<file path="config.mk">
export PLATFORM = sky130hd
export DESIGN_NAME = prcp_predict
export DESIGN_NICKNAME = d
export VERILOG_FILES = /design/src/design/assert_macros.svh /design/src/design/prcp_pkg.sv /design/src/design/prcp_predict.sv
export SDC_FILE = /design/constraint.sdc
export NUM_CORES = 1
export LEC_CHECK = 0
export BUFFER_PORTS_ARGS = -buffer_cell sky130_fd_sc_hd__clkbuf_2
export CAP_MARGIN = 30
export CELL_PAD_IN_SITES_DETAIL_PLACEMENT = 0
export CELL_PAD_IN_SITES_GLOBAL_PLACEMENT = 1
export CORE_MARGIN = 2
export CORE_UTILIZATION = 35
export CTS_BUF_LIST = sky130_fd_sc_hd__clkbuf_8
export DETAILED_ROUTE_END_ITERATION = 16
export PLACE_DENSITY = 0.67
export SYNTH_ARGS = -nofsm -noshare
export SYNTH_HDL_FRONTEND = slang
export SYNTH_SLANG_ARGS = --single-unit
</file>
<file path="constraint.sdc">
create_clock -name clk -period 8 [get_ports clk]
set_input_delay 0.8 -clock clk [delete_from_list [all_inputs] [get_ports clk]]
set_output_delay 0.8 -clock clk [all_outputs]
set_load 0.05 [all_outputs]
</file>
<file path="src/design/assert_macros.svh">
// ----------------------------------------------------------------------------
// assert_macros.svh
// assertion helpers shared by the rtl; empty bodies when synthesising
// ----------------------------------------------------------------------------
`ifndef ASSERT_MACROS_SVH
`define ASSERT_MACROS_SVH

`ifndef SYNTHESIS
// checked property, held off while reset is asserted
`define PRCP_ASSERT(label, clk, rst_n, prop) \
  label: assert property (@(posedge clk) disable iff (!rst_n) prop) \
    else $error("prcp assertion failed");
// checked property, active during reset as well
`define PRCP_ASSERT_ALWAYS(label, clk, prop) \
  label: assert property (@(posedge clk) prop) \
    else $error("prcp assertion failed");
`else
`define PRCP_ASSERT(label, clk, rst_n, prop)
`define PRCP_ASSERT_ALWAYS(label, clk, prop)
`endif

`endif

</file>
<file path="src/design/prcp_pkg.sv">
// ----------------------------------------------------------------------------
// prcp_pkg
// shared constants, types and helper functions of the planar predictor
// ----------------------------------------------------------------------------
package prcp_pkg;

  // sizing
  localparam int MAX_WIDTH     = 2048;
  localparam int CONTEXT_COUNT = 16;
  localparam int MAX_HEIGHT    = 4096;

  localparam int ADDR_W   = $clog2(MAX_WIDTH);
  localparam int CNT_W    = $clog2(MAX_WIDTH + 1);
  localparam int ROW_W    = 12;
  localparam int HGT_W    = 13;
  localparam int SAMPLE_W = 16;
  localparam int EXT_W    = 18;
  localparam int MAPPED_W = 19;
  localparam int CTX_W    = 4;
  localparam int BLEN_W   = 5;
  localparam int BW_W     = 12;
  localparam int BH_W     = 13;
  localparam int CFG_W    = 13;
  localparam int IDX_W    = 1;

  localparam logic [BW_W-1:0] BW_RESET = BW_W'(256);
  localparam logic [BH_W-1:0] BH_RESET = BH_W'(256);

  // context values
  localparam logic [CTX_W-1:0]  CTX_TOP   = CTX_W'(CONTEXT_COUNT - 1);
  localparam logic [BLEN_W-1:0] CTX_CLAMP = BLEN_W'(CONTEXT_COUNT - 2);
  localparam logic [CTX_W-1:0]  CTX_NONE  = '0;

  // register indexes
  localparam logic [IDX_W-1:0] REG_BAND_WIDTH  = 1'b0;
  localparam logic [IDX_W-1:0] REG_BAND_HEIGHT = 1'b1;

  // code kinds
  localparam logic KIND_RAW   = 1'b0;
  localparam logic KIND_RESID = 1'b1;

  // position of one item in the band
  typedef struct packed {
    logic              first;
    logic              row0;
    logic              col0;
    logic              last;
    logic [ADDR_W-1:0] addr;
  } pos_t;

  // one result item
  typedef struct packed {
    logic                code_kind;
    logic [MAPPED_W-1:0] mapped;
    logic [CTX_W-1:0]    ctx;
    logic                last;
  } res_t;

  // 0,-1,1,-2 -> 0,1,2,3
  function automatic logic [MAPPED_W-1:0] zigzag(input logic signed [EXT_W-1:0] v);
    zigzag = {v ^ {EXT_W{v[EXT_W-1]}}, v[EXT_W-1]};
  endfunction

  // index of the highest set bit plus one, zero for zero
  function automatic logic [BLEN_W-1:0] bit_length(input logic [EXT_W-1:0] v);
    logic [BLEN_W-1:0] n;
    n = '0;
    for (int i = 0; i < EXT_W; i++) begin
      if (v[i]) begin
        n = BLEN_W'(i + 1);
      end
    end
    bit_length = n;
  endfunction

endpackage

</file>
<file path="src/design/prcp_predict.sv">
// ----------------------------------------------------------------------------
// prcp_predict
// planar prediction, zigzag mapping and gradient context for one item
// ----------------------------------------------------------------------------
module prcp_predict (
  input  logic                                 clk,
  input  logic                                 rst_n,
  input  logic                                 adv,
  input  prcp_pkg::pos_t                       pos,
  input  logic signed [prcp_pkg::SAMPLE_W-1:0] cur,
  input  logic signed [prcp_pkg::SAMPLE_W-1:0] above,
  output prcp_pkg::res_t                       res
);

  localparam int SW = prcp_pkg::SAMPLE_W;
  localparam int XW = prcp_pkg::EXT_W;

  logic signed [SW-1:0] left_r;
  logic signed [SW-1:0] ul_r;

  logic signed [XW-1:0] cur_x, left_x, above_x, ul_x;
  logic signed [XW-1:0] pred, resid, g_l, g_a;
  logic [XW-1:0]        abs_l, abs_a, grad;
  logic [prcp_pkg::BLEN_W-1:0] blen;

  always_comb begin
    cur_x   = {{(XW-SW){cur[SW-1]}}, cur};
    left_x  = {{(XW-SW){left_r[SW-1]}}, left_r};
    above_x = {{(XW-SW){above[SW-1]}}, above};
    ul_x    = {{(XW-SW){ul_r[SW-1]}}, ul_r};

    priority if (pos.first) begin
      pred = '0;
    end else if (pos.row0) begin
      pred = left_x;
    end else if (pos.col0) begin
      pred = above_x;
    end else begin
      pred = left_x + above_x - ul_x;
    end
    resid = cur_x - pred;

    g_l   = left_x - ul_x;
    g_a   = above_x - ul_x;
    abs_l = g_l[XW-1] ? XW'(-g_l) : XW'(g_l);
    abs_a = g_a[XW-1] ? XW'(-g_a) : XW'(g_a);
    grad  = abs_l + abs_a;
    blen  = prcp_pkg::bit_length(grad);
    if (blen > prcp_pkg::CTX_CLAMP) begin
      blen = prcp_pkg::CTX_CLAMP;
    end

    res.mapped = prcp_pkg::zigzag(resid);
    res.last   = pos.last;
    priority if (pos.first) begin
      res.code_kind = prcp_pkg::KIND_RAW;
      res.ctx       = prcp_pkg::CTX_NONE;
    end else if (pos.row0 || pos.col0) begin
      res.code_kind = prcp_pkg::KIND_RESID;
      res.ctx       = prcp_pkg::CTX_TOP;
    end else begin
      res.code_kind = prcp_pkg::KIND_RESID;
      res.ctx       = blen[prcp_pkg::CTX_W-1:0];
    end
  end

  // neighbours move along as each item leaves
  always_ff @(posedge clk) begin
    if (!rst_n) begin
      left_r <= '0;
      ul_r   <= '0;
    end else if (adv) begin
      left_r <= cur;
      ul_r   <= above;
    end
  end

endmodule

</file>
==> results.yml <==
drt:
  vias_per_cell: 5.15
  dr.pass1.iters: 4
  drc_errors: 0
  ant_nets: 0
  drt_iter0_drc: 232
  wl_per_cell_um: 14.8
  vias: 6170
  drt-total-wl_um: 17700
floorplan:
  start_util: 0.355
  coreArea_sq_um: 19300
  die_w_um: 144
  row_count: 51
  fp.dieH_um: 144
  io_pins: 75
  die_area_sq_um: 20800
synthesis:
  ys_types: 81
  synth_edf_count: 0
  synth-async-reset-ratio: 0
  ys.flop_type: "dfxtp_1"
  ys_top_cells_by_count: "87 x inv_1, 84 x ha_1, 70 x xnor2_1"
  ys_seq_area_frac: 0.0933
  synth_nets: 1043
  yosysTopAreaCell: "ha_1"
  yosysMostFrequentCell: "inv_1"
  syn-cell-area_sq_um: 6870
  syn_inst: 889
  yosys_warnings: 0
  synth-seq-cells: 32
  synthTopCellsByArea: "ha_1 15%, dfxtp_1 9.3%, xnor2_1 8.9%"
  postSynthAreaPerCell_sq_um: 7.72
  netlist.area_leader.share: 0.153
power_and_ir_drop:
  p_sw_frac: 0.553
  seqPwrFrac: 0.095
  combPwrFrac: 0.846
  internal-power_w: 0.000852
  p_per_area_nw_per_um2: 254
  p_leak_nw: 3.22
  power.share.clock: 0.060
  power_w: 0.00191
  net-switching-power_w: 0.00106
  irDropWorstVdd_mv: 0.176
cts:
  htree_levels: 2
  ctsLongestPathBuffers: 2
  cts_tree: "done"
  clock_sinks: 32
  cts_resized: 0
  clk_pin_slew_ns: 0.06
  cts_root_buf: "clkbuf_8"
  clock_latency_ns: 0.28
  cts_buffers: 5
  hold_buffers: 0
  postCtsSetupBuffers: 0
worst_setup_path:
  critical_path_required_ns: 7.20
  cp-startpoint: "above[0]"
  worstSetupPathType: "input port to primary output"
  critPathMaxFanout: 5
  r2r_start: "left_r[15]"
  ff2ff_setup_slack_ns: 7.29
  cp-end-kind: "primary output"
  arrival_ns: 6.52
  crit_path_start_kind: "input port"
place:
  place_area_sq_um: 7430
  gp_congestion: 0.822
  port-buffer-count: 60
  dp_hpwl_um: 14900
  dp.cells: 1193
grt:
  gr-total-overflow: 0
  grt_pass1_vias: 5829
  antenna_found_initial: 0
  grt_max_degree: 33
  grt_pass1_wl_um: 28800
  grtUsageTotal: 0.173
status:
  status: "complete, no violations"
timing:
  period_minus_slack_ns: 7.32
  fin_crit_sh: 0.915
  drv_slew: 0
  finalSetupTns_ns: 0
  setup_viol: 0
  relSlewSlack: 0.512
  finalHoldViolCount: 0
  fmax_ghz: 0.137
  worst_slew_pin_slew_ns: 0.730
  clock_skew_ns: 0
  rsz0062_at_grt: "false"
cells_and_area:
  area_delta_synth_final_pct: 9.26
  drive_gt1_frac: 0.0986
  stdcell_area_sq_um: 7500
  layout.nets: 1089
  instances_no_fill: 1198
  diodes: 0
worst_hold_path:
  hold_start: "ul_r[15]"
  hp-class: "flop to flop"
job:
  drv_cap: 0
[critical path: stages]
cell and delay (ns):
clkbuf_2 0.14, inv_1 0.06, ha_1 0.22, fa_1 0.41, nor2b_1 0.23, o31ai_1 0.14
a31o_2 0.27, o211ai_1 0.27, a221o_1 0.23, nand2_1 0.08, a31oi_1 0.54, nor2_1 0.13
xor2_1 0.16, ha_1 0.34, a21o_1 0.20, a221oi_1 0.47, nor2_1 0.11, or2_1 0.26
a21oi_1 0.21, nand2b_1 0.13, a21oi_1 0.06, nor4_1 0.58, a22o_1 0.22, clkbuf_2 0.27
[power groups by stage]
stage / sequential [W] / combinational, W / clock [W]
after floorplan: 0.000180 / 0.00133 / 0
after global placement: 0.000184 / 0.00162 / 0
after detailed placement: 0.000184 / 0.00162 / 0
after CTS: 0.000181 / 0.00163 / 0.000120
after global routing: 0.000182 / 0.00180 / 0.000125
final: 0.000180 / 0.00161 / 0.000114
[final timing paths]
kind | to | depth (start not counted)
worst max register to register | left_r[15] | 2
worst min-delay path | ul_r[15] | 2
worst min register to register | ul_r[15] | 2
worst max-delay path | res[1] | 24
[cell families (layout without fill, tap and decap cells)]
family / after synthesis / count (layout) / synth area share
flip-flops: 32 / 32 / 0.0933
XOR/XNOR: 107 / 107 / 0.139
buffers and inverters: 112 / 156 / 0.0632
AO/OA/AOI/OAI: 246 / 246 / 0.247
adder cells (fa/ha/maj): 104 / 104 / 0.211
multiplexers: 35 / 35 / 0.0510
AND/OR/NAND/NOR: 252 / 252 / 0.194
other: 1 / 1 / 0.000546
[per-stage QoR]
step                setup WS (ns)  hold slack (ns)   util
floorplan                    1.08            0.483      -
detailed placement          0.665            0.503  0.384
finish                      0.682            0.514  0.388
CTS                         0.665            0.521  0.388
global placement            0.688            0.495  0.383
global route                0.231            0.537  0.388
[cell type report]
| cell class | instances | area, sq um |
|---|---|---|
| sequential | 32 | 641 |
| inverter | 89 | 334 |
| fill | 2099 | 11800 |
| clock buffer | 5 | 68.8 |
| timing repair buffer | 62 | 335 |
| tap | 265 | 332 |
| multi-input combinational | 745 | 5790 |
[metal layers]
| metal | track usage | vias to the layer above | wire length (um) |
|---|---|---|---|
| met4 | 0.0335 | 0 | 199 |
| met2 | 0.290 | 76 | 7960 |
| met3 | 0.0123 | 10 | 409 |
| met5 | 0 | - | 0 |
| li1 | - | 3265 | - |
| met1 | 0.244 | 2819 | 9150 |
[state kept, by name (all words and copies together), names as in the netlist]
register / flops
left_r: 16
ul_r: 16
[placed cells by master (no fill, tap or decap), types with 20 or more instances in the layout]
cell type  netlist  layout
o21ai_0         36      36
dfxtp_1         32      32
o211ai_1        23      23
a21oi_1         56      56
xnor2_1         70      70
mux2i_1         35      35
xor2_1          36      36
clkbuf_2         0      60
nor2b_1         51      51
inv_1           87      87
nand2_1         49      49
fa_1            20      20
nor2_1          63      63
ha_1            84      84
Note: power is estimated with default switching activity, not from simulation.
