[src/design/assert_macros.svh]
// ----------------------------------------------------------------------------
// assert_macros.svh
// assertion helpers shared by the rtl; empty bodies when synthesising
// ----------------------------------------------------------------------------
`ifndef ASSERT_MACROS_SVH
`define ASSERT_MACROS_SVH

`ifndef SYNTHESIS
// checked property, held off while reset is asserted
`define PRCP_ASSERT(label, clk, rst_n, prop) \
  label: assert property (@(posedge clk) disable iff (!rst_n) prop) \
    else $error("prcp assertion failed");
// checked property, active during reset as well
`define PRCP_ASSERT_ALWAYS(label, clk, prop) \
  label: assert property (@(posedge clk) prop) \
    else $error("prcp assertion failed");
`else
`define PRCP_ASSERT(label, clk, rst_n, prop)
`define PRCP_ASSERT_ALWAYS(label, clk, prop)
`endif

`endif

[src/design/prcp_pkg.sv]
// ----------------------------------------------------------------------------
// prcp_pkg
// shared constants, types and helper functions of the planar predictor
// ----------------------------------------------------------------------------
package prcp_pkg;

  // sizing
  localparam int MAX_WIDTH     = 2048;
  localparam int CONTEXT_COUNT = 16;
  localparam int MAX_HEIGHT    = 4096;

  localparam int ADDR_W   = $clog2(MAX_WIDTH);
  localparam int CNT_W    = $clog2(MAX_WIDTH + 1);
  localparam int ROW_W    = 12;
  localparam int HGT_W    = 13;
  localparam int SAMPLE_W = 16;
  localparam int EXT_W    = 18;
  localparam int MAPPED_W = 19;
  localparam int CTX_W    = 4;
  localparam int BLEN_W   = 5;
  localparam int BW_W     = 12;
  localparam int BH_W     = 13;
  localparam int CFG_W    = 13;
  localparam int IDX_W    = 1;

  localparam logic [BW_W-1:0] BW_RESET = BW_W'(256);
  localparam logic [BH_W-1:0] BH_RESET = BH_W'(256);

  // context values
  localparam logic [CTX_W-1:0]  CTX_TOP   = CTX_W'(CONTEXT_COUNT - 1);
  localparam logic [BLEN_W-1:0] CTX_CLAMP = BLEN_W'(CONTEXT_COUNT - 2);
  localparam logic [CTX_W-1:0]  CTX_NONE  = '0;

  // register indexes
  localparam logic [IDX_W-1:0] REG_BAND_WIDTH  = 1'b0;
  localparam logic [IDX_W-1:0] REG_BAND_HEIGHT = 1'b1;

  // code kinds
  localparam logic KIND_RAW   = 1'b0;
  localparam logic KIND_RESID = 1'b1;

  // position of one item in the band
  typedef struct packed {
    logic              first;
    logic              row0;
    logic              col0;
    logic              last;
    logic [ADDR_W-1:0] addr;
  } pos_t;

  // one result item
  typedef struct packed {
    logic                code_kind;
    logic [MAPPED_W-1:0] mapped;
    logic [CTX_W-1:0]    ctx;
    logic                last;
  } res_t;

  // 0,-1,1,-2 -> 0,1,2,3
  function automatic logic [MAPPED_W-1:0] zigzag(input logic signed [EXT_W-1:0] v);
    zigzag = {v ^ {EXT_W{v[EXT_W-1]}}, v[EXT_W-1]};
  endfunction

  // index of the highest set bit plus one, zero for zero
  function automatic logic [BLEN_W-1:0] bit_length(input logic [EXT_W-1:0] v);
    logic [BLEN_W-1:0] n;
    n = '0;
    for (int i = 0; i < EXT_W; i++) begin
      if (v[i]) begin
        n = BLEN_W'(i + 1);
      end
    end
    bit_length = n;
  endfunction

endpackage

[src/design/prcp_position.sv]
// ----------------------------------------------------------------------------
// prcp_position
// band size registers and the raster position of the next item
// ----------------------------------------------------------------------------
module prcp_position (
  input  logic                         clk,
  input  logic                         rst_n,
  input  logic                         cfg_we,
  input  logic [prcp_pkg::IDX_W-1:0]   cfg_index,
  input  logic [prcp_pkg::CFG_W-1:0]   cfg_wdata,
  input  logic                         accept,
  output prcp_pkg::pos_t               pos
);

  logic [prcp_pkg::BW_W-1:0]   band_width_r;
  logic [prcp_pkg::BH_W-1:0]   band_height_r;
  logic [prcp_pkg::ADDR_W-1:0] col_r, col_nxt;
  logic [prcp_pkg::ROW_W-1:0]  row_r, row_nxt;

  logic [prcp_pkg::CNT_W-1:0]  eff_w;
  logic [prcp_pkg::HGT_W-1:0]  eff_h;
  logic [prcp_pkg::CNT_W-1:0]  col_c;
  logic                        col_end;
  logic                        row_end;

  always_comb begin
    priority if (band_width_r == '0) begin
      eff_w = prcp_pkg::CNT_W'(1);
    end else if (int'(band_width_r) > prcp_pkg::MAX_WIDTH) begin
      eff_w = prcp_pkg::CNT_W'(prcp_pkg::MAX_WIDTH);
    end else begin
      eff_w = prcp_pkg::CNT_W'(band_width_r);
    end

    priority if (band_height_r == '0) begin
      eff_h = prcp_pkg::HGT_W'(1);
    end else if (int'(band_height_r) > prcp_pkg::MAX_HEIGHT) begin
      eff_h = prcp_pkg::HGT_W'(prcp_pkg::MAX_HEIGHT);
    end else begin
      eff_h = band_height_r;
    end
  end

  always_comb begin
    col_c = prcp_pkg::CNT_W'(col_r);
    if (col_c >= eff_w) begin
      col_c = eff_w - prcp_pkg::CNT_W'(1);
    end
    col_end = (col_c == eff_w - prcp_pkg::CNT_W'(1));
    row_end = (prcp_pkg::HGT_W'(row_r) + prcp_pkg::HGT_W'(1) >= eff_h);

    pos.addr  = prcp_pkg::ADDR_W'(col_c);
    pos.row0  = (row_r == '0);
    pos.col0  = (col_c == '0);
    pos.first = pos.row0 && pos.col0;
    pos.last  = row_end && col_end;
  end

  always_comb begin
    col_nxt = col_r;
    row_nxt = row_r;
    if (cfg_we) begin
      col_nxt = '0;
      row_nxt = '0;
    end else if (accept) begin
      if (col_end) begin
        col_nxt = '0;
        row_nxt = row_end ? '0 : row_r + prcp_pkg::ROW_W'(1);
      end else begin
        col_nxt = prcp_pkg::ADDR_W'(col_c + prcp_pkg::CNT_W'(1));
      end
    end
  end

  always_ff @(posedge clk) begin
    if (!rst_n) begin
      band_width_r  <= prcp_pkg::BW_RESET;
      band_height_r <= prcp_pkg::BH_RESET;
      col_r         <= '0;
      row_r         <= '0;
    end else begin
      col_r <= col_nxt;
      row_r <= row_nxt;
      if (cfg_we) begin
        unique case (cfg_index)
          prcp_pkg::REG_BAND_WIDTH:  band_width_r  <= cfg_wdata[prcp_pkg::BW_W-1:0];
          prcp_pkg::REG_BAND_HEIGHT: band_height_r <= cfg_wdata[prcp_pkg::BH_W-1:0];
          default: ;
        endcase
      end
    end
  end

endmodule

[config.mk]
export PLATFORM = sky130hd
export DESIGN_NAME = prcp_position
export DESIGN_NICKNAME = d
export VERILOG_FILES = /design/src/design/assert_macros.svh /design/src/design/prcp_pkg.sv /design/src/design/prcp_position.sv
export SDC_FILE = /design/constraint.sdc
export NUM_CORES = 1
export LEC_CHECK = 0
export BUFFER_PORTS_ARGS = -buffer_cell sky130_fd_sc_hd__buf_2
export CAP_MARGIN = 15
export CORE_UTILIZATION = 55
export DETAILED_ROUTE_END_ITERATION = 6
export PLACE_DENSITY = 0.77
export SKIP_LAST_GASP = 1
export SLEW_MARGIN = 20
export SYNTH_ARGS = -nofsm -noshare
export SYNTH_HDL_FRONTEND = slang
export SYNTH_SLANG_ARGS = --single-unit
[constraint.sdc]
create_clock -name clk -period 4.9 [get_ports clk]
set_input_delay 0.245 -clock clk [delete_from_list [all_inputs] [get_ports clk]]
set_output_delay 0.245 -clock clk [all_outputs]
set_load 0.02 [all_outputs]
==> results of run 1 <==
[cell type report]
| type | count | share of cell area [%] |
|---|---|---|
| clock buffers | 5 | 1.648 |
| clock inverters | 3 | 1.648 |
| inverters | 20 | 1.797 |
| multi-input cells | 405 | 64.59 |
| flip-flops and latches | 48 | 23.01 |
| well taps | 80 | 2.397 |
| repair buffers | 38 | 4.913 |
[registers in the layout, indices dropped and copies added, names as in the netlist]
name,flops
col_r,11
row_r,12
band_height_r,13
band_width_r,12
[path summary, 6_finish.rpt]
path | slack (ns) | to | from
max | 0.16 | pos[11] | band_width_r[3]$_SDFFE_PN0P_
min | 0.17 | band_height_r[8]$_SDFFE_PN1P_ | cfg_wdata[8]
max reg2reg | 0.38 | row_r[1]$_SDFFE_PP0P_ | band_width_r[3]$_SDFFE_PN0P_
min reg2reg | 0.49 | band_height_r[10]$_SDFFE_PN0P_ | band_height_r[10]$_SDFFE_PN0P_
[logic make-up (layout without fill, tap and decap cells)]
kind of cell	count (synthesis)	in the layout	share of synthesized area, %
simple gates	218	218	29.54
flops	48	48	25.12
buf+inv	47	66	5.037
fa+ha+maj	29	29	9.486
compound gates	123	123	22.38
xor+xnor	26	26	5.954
mux	9	9	2.486
[stage by stage]
step,hold WS [ns],total power [mW]
floorplan,0.3690,0.6490
global placement,0.4714,0.7277
detailed placement,0.4757,0.7345
CTS,0.1600,1.088
global route,0.1740,1.132
finish,0.1702,1.087
[worst max-delay path: cells and delay by family (launching register included)]
family / cells / cell delay [ns]
compound gates: 4 / 1.42
xor+xnor: 1 / 0.12
fa+ha+maj: 1 / 0.35
buf+inv: 1 / 0.18
flops: 1 / 0.51
simple gates: 5 / 1.62
[power by group through the flow]
stage               Combinational, mW  Sequential [mW]  Clock, mW
floorplan                       0.228            0.421          0
global placement                0.301            0.427          0
detailed placement              0.307            0.428          0
CTS                             0.309            0.419      0.361
global route                    0.339            0.421      0.371
finish                          0.313            0.419      0.355
[layer usage]
layer  up-vias  GRT usage [%]  part of all wire, %
li1       1845              -                    -
met5         -              0                    0
met4         0          13.18                  3.9
met3        32          2.918                  4.9
met1      1733          34.88                   43
met2       137          47.29                   48
[cell usage in the layout (no fill, tap or decap), types with 5 or more instances in the layout]
| cell type | n |
|---|---|
| nand4_1 | 6 |
| ha_1 | 28 |
| xnor2_1 | 13 |
| nand3_1 | 16 |
| nand2_1 | 87 |
| o211ai_1 | 5 |
| dfxtp_1 | 48 |
| clkbuf_8 | 5 |
| mux2i_1 | 5 |
| nand4b_1 | 6 |
| nand2b_1 | 12 |
| buf_2 | 32 |
| and3_1 | 16 |
| o21ai_0 | 22 |
| or4_1 | 6 |
| nor2_1 | 24 |
| a21boi_0 | 25 |
| a22o_1 | 10 |
| a31oi_1 | 5 |
| buf_4 | 6 |
| nor4_1 | 6 |
| a21oi_1 | 22 |
| nor3_1 | 8 |
| inv_1 | 19 |
| xor2_1 | 13 |
==> key figures, run 1 <==
Outcome
  • Status: complete, no violations

Timing
  • Setup violators final: 0
  • Fin Setup TNS: 0 ns
  • RSZ-0062 raised after global routing: yes
  • Slew Limit Fails: 0
  • Final Hold Fails: 0
  • Min Tclk post-route: approximately 4.7 ns
  • FMAX: ~210 MHz
  • Fin worst setup slack: 0.1555 ns
  • Final Cycle Share: ~97%
  • Slew margin rel.: 47.17%
  • Worst slew pin tran: between 0.7 and 0.8 ns
  • Post-Route Skew: ~0.013 ns

Clocking
  • # hold bufs at CTS: 0
  • CTS tree: yes
  • Worst-path clk slew: 0.10 ns
  • CTS Root Cell: clkbuf_8
  • TritonCTS Sinks: 48
  • Clock tree buffer depth: 2
  • # Post-CTS Setup Buffers: 0
  • Clk_lat worst skew: between 0.3 and 0.4 ns
  • Post-cts resize count: 0
  • H-Tree Depth: 2
  • Number of CTS-inserted buffers: 5

Pwr
  • Combinational share of power: approximately 29%
  • Maximum vdd drop: about 0.18 mV
  • Net Sw Frac: about a third
  • Sequential share of power: ~39%
  • Power density over cell area: approximately 260 nW/um^2
  • Leak Pwr: 1.770 nW
  • Internal power: about 0.72 mW
  • Clk pwr share: 32.7%
  • Sw power: 0.3647 mW

Layout
  • Layout area overhead: 9.192%
  • Final core occ: between 60 and 70%
  • FF+latch area: around 960 um^2
  • # nets final: 565
  • Fill count: 644
  • Post-Layout Cell Count: ~600
  • Final Cell Area: about 4200 um^2
  • Ant diodes: 0
  • Multi-input logic area: roughly 2700 um^2
  • Share of cells above drive strength 1: a little under an eighth

Global route
  • GRT Total Usage: 27.65%
  • Vias in the first global route: 3454
  • Remaining global-route overflow: 0
  • Largest net degree at the start of global routing: 28
  • Initial antenna violation count: 0
  • First-pass GRT wire length: roughly 16 mm

Setup path
  • Crit-path cells: nor3_2 > and4b_1 > o21ai_0 > ha_2 > or4b_1 > o211ai_1 > xor2_1 > or4_1 > a211o_1 > o41a_1 > nor2_1 > buf_2
  • Crit-path max FO: 17
  • R2r worst-path depth: 12
  • Slowest-stage cell, CP: o41a_1
  • Required time worst endpoint: about 4.7 ns
  • CP endpoint kind: primary output
  • Kind of critical path: flop to primary output
  • Max incr delay on CP: 0.64 ns
  • Worst path arrival time: approximately 4.5 ns
  • CP Launch Type: flop

Floorplanning
  • Row count: 30
  • Die H: between 80 and 90 um
  • Starting Density: ~57%
  • Core region area: 6756 um^2
  • Die Area: ~7300 um^2
  • Die width: 85.40 um
  • I/O Pins: 33

Synthesis
  • Most common cell in the netlist: nand2_1
  • Synth Cell Area: 3825 um^2
  • Main synth FF type: dfxtp_1
  • Synth cell count leaders: 87 x nand2_1, 48 x dfxtp_1, 29 x ha_1
  • Synth top area cells: dfxtp_1 25%, ha_1 9.5%, nand2_1 8.5%, a21boi_0 4.9%, a21oi_1 3.0%
  • Ys Warns: 0
  • EDFF count, synth: 0
  • Top cell type's share of synthesized area: between 20% and 30%
  • Synth cell types: 63
  • Area leader, netlist: dfxtp_1
  • Synthesis-stage register bit count: 48
  • Register area share after synthesis: 25.12%
  • Syn Nets: around 550
  • Asr flop ratio synth: 0%
  • Mapped Cells: 500
  • Mapped Avg Cell Area: 7.650 um^2

Detailed routing
  • Pre-antenna DRT Iters: 5
  • Drt wl/cell: 16.68 um
  • Final WL: around 10 mm
  • Via density: between 6 and 7
  • Initial drt markers: approximately 280
  • Antenna Nets Post-Route: 0
  • DR vias: approximately 3700
  • Drt drc: 0

Place
  • DP Wirelength: between 7 and 8 mm
  • Area post-placement: between 4000 and 5000 um^2
  • Pre-CTS WS: approximately 0.32 ns
  • GP Congestion: slightly above 0.9
  • I/O Buffers: 32
  • Placed insts: roughly 600

Hold path
  • Min-delay worst type: input port to flop
  • WHS Path Cells: 3

Run
  • Max Cap Viol: 0
(Power assumes the default switching activity.)
==> run 2, diff against run 1 <==
--- a/config.mk
+++ b/config.mk
@@ -7,9 +7,11 @@
 export LEC_CHECK = 0
 export BUFFER_PORTS_ARGS = -buffer_cell sky130_fd_sc_hd__buf_2
 export CAP_MARGIN = 15
+export CORE_MARGIN = 8
 export CORE_UTILIZATION = 55
 export DETAILED_ROUTE_END_ITERATION = 6
 export PLACE_DENSITY = 0.77
+export SETUP_SLACK_MARGIN = 0.5
 export SKIP_LAST_GASP = 1
 export SLEW_MARGIN = 20
 export SYNTH_ARGS = -nofsm -noshare
==> run 2 against run 1 <==
Register-to-register slack better by 0.35 ns. Cell area rose by 0.42%. Core utilization grew 0.26 points. Routed wire length up 1.2%. Global-route usage decreased by 7.5 points. Power is 8.3% lower. Non-clock buffer count up 1. First-iteration DRC count decreased by 44%. Largest cell class unchanged. Highest routed layer unchanged.
==> key figures, run 2 (synthesis results as in run 1) <==
Setup path
  • FF-to-FF End: col_r[10]$_SDFFE_PP0P_
  • R2r worst-path depth: 19
  • CP Launch Type: flop
  • Critical path origin: band_width_r[2]$_SDFFE_PN0P_
  • Required time worst endpoint: between 4 and 5 ns
  • Kind of critical path: flop to primary output
  • Crit-path max FO: 17
  • Internal reg-to-reg setup slack: 0.73 ns
  • Reg2reg start: band_width_r[2]$_SDFFE_PN0P_
  • CP endpoint kind: primary output
  • Worst path arrival time: approximately 4.0 ns

Global route
  • Largest net degree at the start of global routing: 28
  • GRT Total Usage: about a fifth
  • Remaining global-route overflow: 0
  • First-pass GRT wire length: approximately 17 mm
  • Initial antenna violation count: 0
  • Vias in the first global route: approximately 3400

Layout
  • Most frequent cells in the layout: 87 x nand2_1, 39 x dfxtp_1, 32 x buf_2
  • Final Cell Area: approximately 4200 um^2
  • Layout area overhead: 9.650%
  • Final core occ: between 60 and 70%
  • Reg with most FFs: band_height_r
  • Ant diodes: 0
  • Biggest registers after layout: band_height_r x13, band_width_r x12, row_r x12
  • Post-Layout Cell Count: 600
  • Share of cells above drive strength 1: between 10% and 20%
  • # nets final: 566
  • Commonest non-fill, non-tap cell in the layout: nand2_1
  • Flip-flop count of the largest register after layout: 13

Run
  • Max Cap Viol: 0

Clocking
  • Worst-path clk slew: around 0.09 ns
  • Number of CTS-inserted buffers: 5
  • TritonCTS Sinks: between 40 and 50
  • CTS Root Cell: clkbuf_8
  • Clock tree buffer depth: 2
  • CTS tree: yes
  • H-Tree Depth: 2
  • Clk_lat worst skew: 0.31 ns

Place
  • Area post-placement: slightly above 4000 um^2
  • Pre-CTS WS: 0.3281 ns
  • I/O Buffers: 32
  • Placed insts: between 500 and 600
  • GP Congestion: 0.9230
  • DP Wirelength: between 7 and 8 mm

Detailed routing
  • Via density: between 6 and 7
  • Drt drc: 0
  • Drt wl/cell: about 17 um
  • Final WL: ~10 mm
  • DR vias: around 3700
  • Initial drt markers: ~160
  • Antenna Nets Post-Route: 0
  • Pre-antenna DRT Iters: 5

Hold path
  • Hold_sp: cfg_wdata[8]
  • Worst Hold Endpoint: band_height_r[8]$_SDFFE_PN1P_
  • Min-delay worst type: input port to flop
  • WHS Path Cells: 3

Pwr
  • Leak Pwr: between 1.5 and 2 nW
  • Maximum vdd drop: 0.1311 mV
  • Power density over cell area: 237.6 nW/um^2
  • Final Power: roughly 1.0 mW

Floorplanning
  • Core region area: 6756 um^2
  • Die Area: roughly 9900 um^2
  • Die H: ~99 um
  • I/O Pins: 33
  • Row count: 30
  • Die width: 99.40 um
  • Starting Density: 56.61%

Timing
  • Hold slack: 0.1806 ns
  • Slew margin rel.: 47.63%
  • Setup violators final: 0
  • Final Hold Fails: 0
  • FMAX: between 200 and 250 MHz
  • RSZ-0062 raised after global routing: yes
  • Post-Route Skew: 0.007626 ns
  • Fin worst setup slack: between 0.6 and 0.7 ns
  • Min Tclk post-route: 4.226 ns
  • Final Cycle Share: 86.25%
  • Slew Limit Fails: 0
  • Worst slew pin tran: around 0.78 ns
  • Fin Setup TNS: 0 ns

Outcome
  • Status: complete, no violations
## run 2: cell count changes in the layout (fill, tap and decap cells not counted), moves of 2 or more
cell       previous run  this run
dfxtp_1              48        39
dfxtp_2               0         8
bufinv_16             2         0
clkbuf_1              0         2
o21ai_0              22        20
## run 2: final cells by class
class                      count  area (um^2)
tap                           80        100.1
multi-input combinational    405         2734
fill                         623         2562
timing repair buffer          39        216.5
sequential                    48        974.7
clock buffer                   8        90.09
inverter                      20        78.83
## run 2: timing repair
action,in CTS,in global routing
buffers inserted,0,2
endpoints found under the setup margin,4,6
pin swaps,1,1
hold buffers,0,0
gates cloned,0,0
gates resized for setup,10,11
## run 2: worst max path at each step
stage,cells past startpoint,to
2_1_floorplan,23,col_r[10]$_SDFFE_PP0P_
3_3_place_gp,12,row_r[1]$_SDFFE_PP0P_
3_5_place_dp,12,row_r[1]$_SDFFE_PP0P_
4_1_cts,12,pos[11]
5_1_grt,18,pos[14]
6_report,12,pos[11]
## run 2: metal layers
layer | up-vias | part of all wire, % | track usage, %
met5 | - | 0 | 0
met4 | 0 | 1.5 | 5.704
met3 | 13 | 3.6 | 2.723
met2 | 78 | 50 | 35.28
met1 | 1779 | 44 | 25.12
li1 | 1841 | - | -
## run 2: critical path, cell delays in order, from the launching register on
cell and delay (ns):
dfxtp_4 0.43, nor3_2 0.10, and4b_1 0.21, o21ai_2 0.17
ha_4 0.22, or4b_1 0.50, o211ai_1 0.16, xor2_1 0.11
or4_1 0.54, a211o_1 0.34, o41a_4 0.58, nor2_1 0.13
buf_2 0.18
## run 2: where the power goes
group / total (mW) / switching (mW) / internal [mW]
Combinational: 0.323 / 0.200 / 0.123
Sequential: 0.422 / 0.0191 / 0.403
Clock: 0.252 / 0.137 / 0.115
Total: 0.997 / 0.355 / 0.641
==> run 3, diff against run 2 <==
==> constraint.sdc (replaced) <==
create_clock -name clk -period 3.7 [get_ports clk]
set_input_delay 0.185 -clock clk [delete_from_list [all_inputs] [get_ports clk]]
set_output_delay 0.185 -clock clk [all_outputs]
set_load 0.02 [all_outputs]
==> run 3 against run 2 <==
The flow now finishes with violations (setup timing). First-iteration DRC count up 130%. Cell area up 25%. Core utilization up 15 points. Critical path depth up 2. Largest power group is now combinational cells.
==> key figures, run 3 (synthesis results as in run 1) <==
Outcome
  • Status: finished, violations left
  • Failing checks: setup timing

Setup path
  • Critical path's most frequent cell: buf_6
  • Critical path origin: band_width_r[10]$_SDFFE_PN0P_
  • Crit-path max FO: 10
  • Max incr delay on CP: approximately 0.53 ns
  • Kind of critical path: flop to primary output
  • Reg2reg start: band_width_r[10]$_SDFFE_PN0P_
  • Required time worst endpoint: 3.51 ns
  • CP Launch Type: flop
  • CP endpoint kind: primary output
  • Crit-path cells: nor3_4 > and4b_1 > o21ai_2 > ha_2 > buf_6 > nor3b_2 > o211ai_1 > xor2_1 > or4_4 > a211o_1 > o41a_1 > buf_6 > nor2_4 > buf_6
  • Worst path arrival time: about 3.6 ns
  • Slowest-stage cell, CP: or4_4

Pwr
  • Power density over cell area: between 300 and 400 nW/um^2
  • Final Power: about 1.6 mW
  • Sw power: between 0.5 and 0.6 mW
  • Clk pwr share: 23.2%
  • Leak Pwr: roughly 2.2 nW
  • Maximum vdd drop: 0.1743 mV
  • Combinational share of power: between 40% and 50%
  • Sequential share of power: between 30% and 40%
  • Net Sw Frac: 35.38%
  • Internal power: approximately 1.1 mW

Global route
  • Largest net degree at the start of global routing: 28
  • Remaining global-route overflow: 0
  • GRT Total Usage: a little under a quarter
  • First-pass GRT wire length: about 19 mm
  • Vias in the first global route: between 3000 and 4000
  • Initial antenna violation count: 0

Clocking
  • Clock tree buffer depth: 2
  • # hold bufs at CTS: 0
  • H-Tree Depth: 2
  • CTS tree: yes
  • Worst-path clk slew: 0.08 ns
  • Clk_lat worst skew: around 0.31 ns
  • CTS Root Cell: clkbuf_8
  • Number of CTS-inserted buffers: 5
  • TritonCTS Sinks: 48

Floorplanning
  • Row count: 30
  • Die Area: between 9000 and 10000 um^2
  • Die H: slightly below 100 um
  • Die width: 99.40 um
  • Core region area: ~6800 um^2
  • Starting Density: a little under three fifths
  • I/O Pins: 33

Layout
  • Flip-flop count of the largest register after layout: 13
  • Commonest non-fill, non-tap cell in the layout: nand2_1
  • Most frequent cells in the layout: 84 x nand2_1, 45 x buf_4, 38 x dfxtp_1
  • Share of cells above drive strength 1: 31.31%
  • Layout area overhead: 36.57%
  • Ant diodes: 0
  • Biggest registers after layout: band_height_r x13, band_width_r x12, row_r x12
  • Reg with most FFs: band_height_r
  • Post-Layout Cell Count: 658
  • # nets final: 624

Timing
  • Worst slew pin tran: around 1.1 ns
  • Min Tclk post-route: 3.765 ns
  • Final Hold Fails: 0
  • Slew Limit Fails: 0
  • Fin worst setup slack: -0.06545 ns
  • Slew margin rel.: between 20% and 30%
  • Post-Route Skew: 0.01329 ns
  • RSZ-0062 raised after global routing: yes
  • Setup violators final: 5
  • Hold slack: 0.1231 ns
  • Final Cycle Share: 101.8%
  • FMAX: ~270 MHz

Detailed routing
  • Met3 WL post-DR: slightly above 900 um
  • Drt wl/cell: between 20 and 25 um
  • Final WL: ~14 mm
  • Via density: between 6 and 7
  • Drt drc: 0
  • Wire length on met2: between 6 and 7 mm
  • Antenna Nets Post-Route: 0
  • Pre-antenna DRT Iters: 5
  • Initial drt markers: between 300 and 400
  • DR top layer: met4
  • DR vias: about 4300
  • WL met1: roughly 5.3 mm

Run
  • Max Cap Viol: 0

Place
  • DP Wirelength: 8.372 mm
  • Placed insts: ~620
  • I/O Buffers: 32
  • GP Congestion: ~0.94

Hold path
  • Hold_sp: cfg_wdata[12]
  • Min-delay worst type: input port to flop
==> run 3: cell count changes in the layout (fill, tap and decap cells not counted), moves of 4 or more <==
cell,before,now
o21ai_0,20,13
nand2b_4,0,4
buf_4,6,45
buf_6,1,23
nor3_4,1,6
nor2_1,24,19
buf_2,32,22
o21ai_2,1,5
nand2b_1,12,8
ha_4,1,6
ha_1,27,21
==> run 3: area by class of cell <==
class                      instances  area [um^2]
sequential                        48        983.4
fill                             463         1533
clock buffer                       6        72.57
clock inverter                     2        35.03
inverter                          20        85.08
timing repair buffer              96        824.5
multi-input combinational        406         3123
tap                               80        100.1
==> run 3: critical path, delay by kind of cell, from the launching register on <==
family	cells	cell delay, ns
AND/OR/NAND/NOR	5	1.16
AO/OA/AOI/OAI	4	0.96
buffers and inverters	3	0.42
flip-flops	1	0.37
adder cells (fa/ha/maj)	1	0.22
XOR/XNOR	1	0.13
==> run 3: worst paths after layout <==
check                                        end  slack [ns]  depth (start not counted)
setup / recovery                         pos[11]       -0.07                         14
hold / removal    band_height_r[12]$_SDFFE_PN0P_        0.12                          3
setup reg to reg          row_r[11]$_SDFFE_PP0P_       -0.05                         15
hold reg to reg   band_height_r[12]$_SDFFE_PN0P_        0.48                          2
==> run 3: per-layer routing <==
layer | track usage, % | vias to the layer above
met5 | 0 | -
met4 | 12.69 | 0
met3 | 4.330 | 56
met2 | 40.39 | 214
met1 | 28.07 | 2023
li1 | - | 1962
==> run 3: power by group through the flow <==
stage          Combinational [mW]  Clock (mW)  Sequential, mW
2_1_floorplan               0.351           0           0.559
3_3_place_gp                0.486           0           0.562
3_5_place_dp                0.492           0           0.563
4_1_cts                     0.595       0.386           0.552
5_1_grt                     0.750       0.408           0.556
6_report                    0.714       0.382           0.554
==> run 3: through the flow <==
stage                     setup WS, ns  utilization, %  area, um^2  TNS (ns)
after detailed placement       0.02202           64.74        4374         0
final                         -0.06545           77.31        5224   -0.1423
after global placement         0.09970           64.74        4374         0
after global routing           -0.1652           77.31        5224    -2.318
after floorplan                -0.2648               -        4013   -0.5520
after CTS                      -0.1035           71.46        4828   -0.3563
==> run 3: timing repair <==
action / in CTS / in global routing
pin swaps: 21 / 25
setup endpoints to repair: 35 / 36
gates resized for setup: 57 / 63
gates cloned: 2 / 0
buffers inserted: 15 / 12
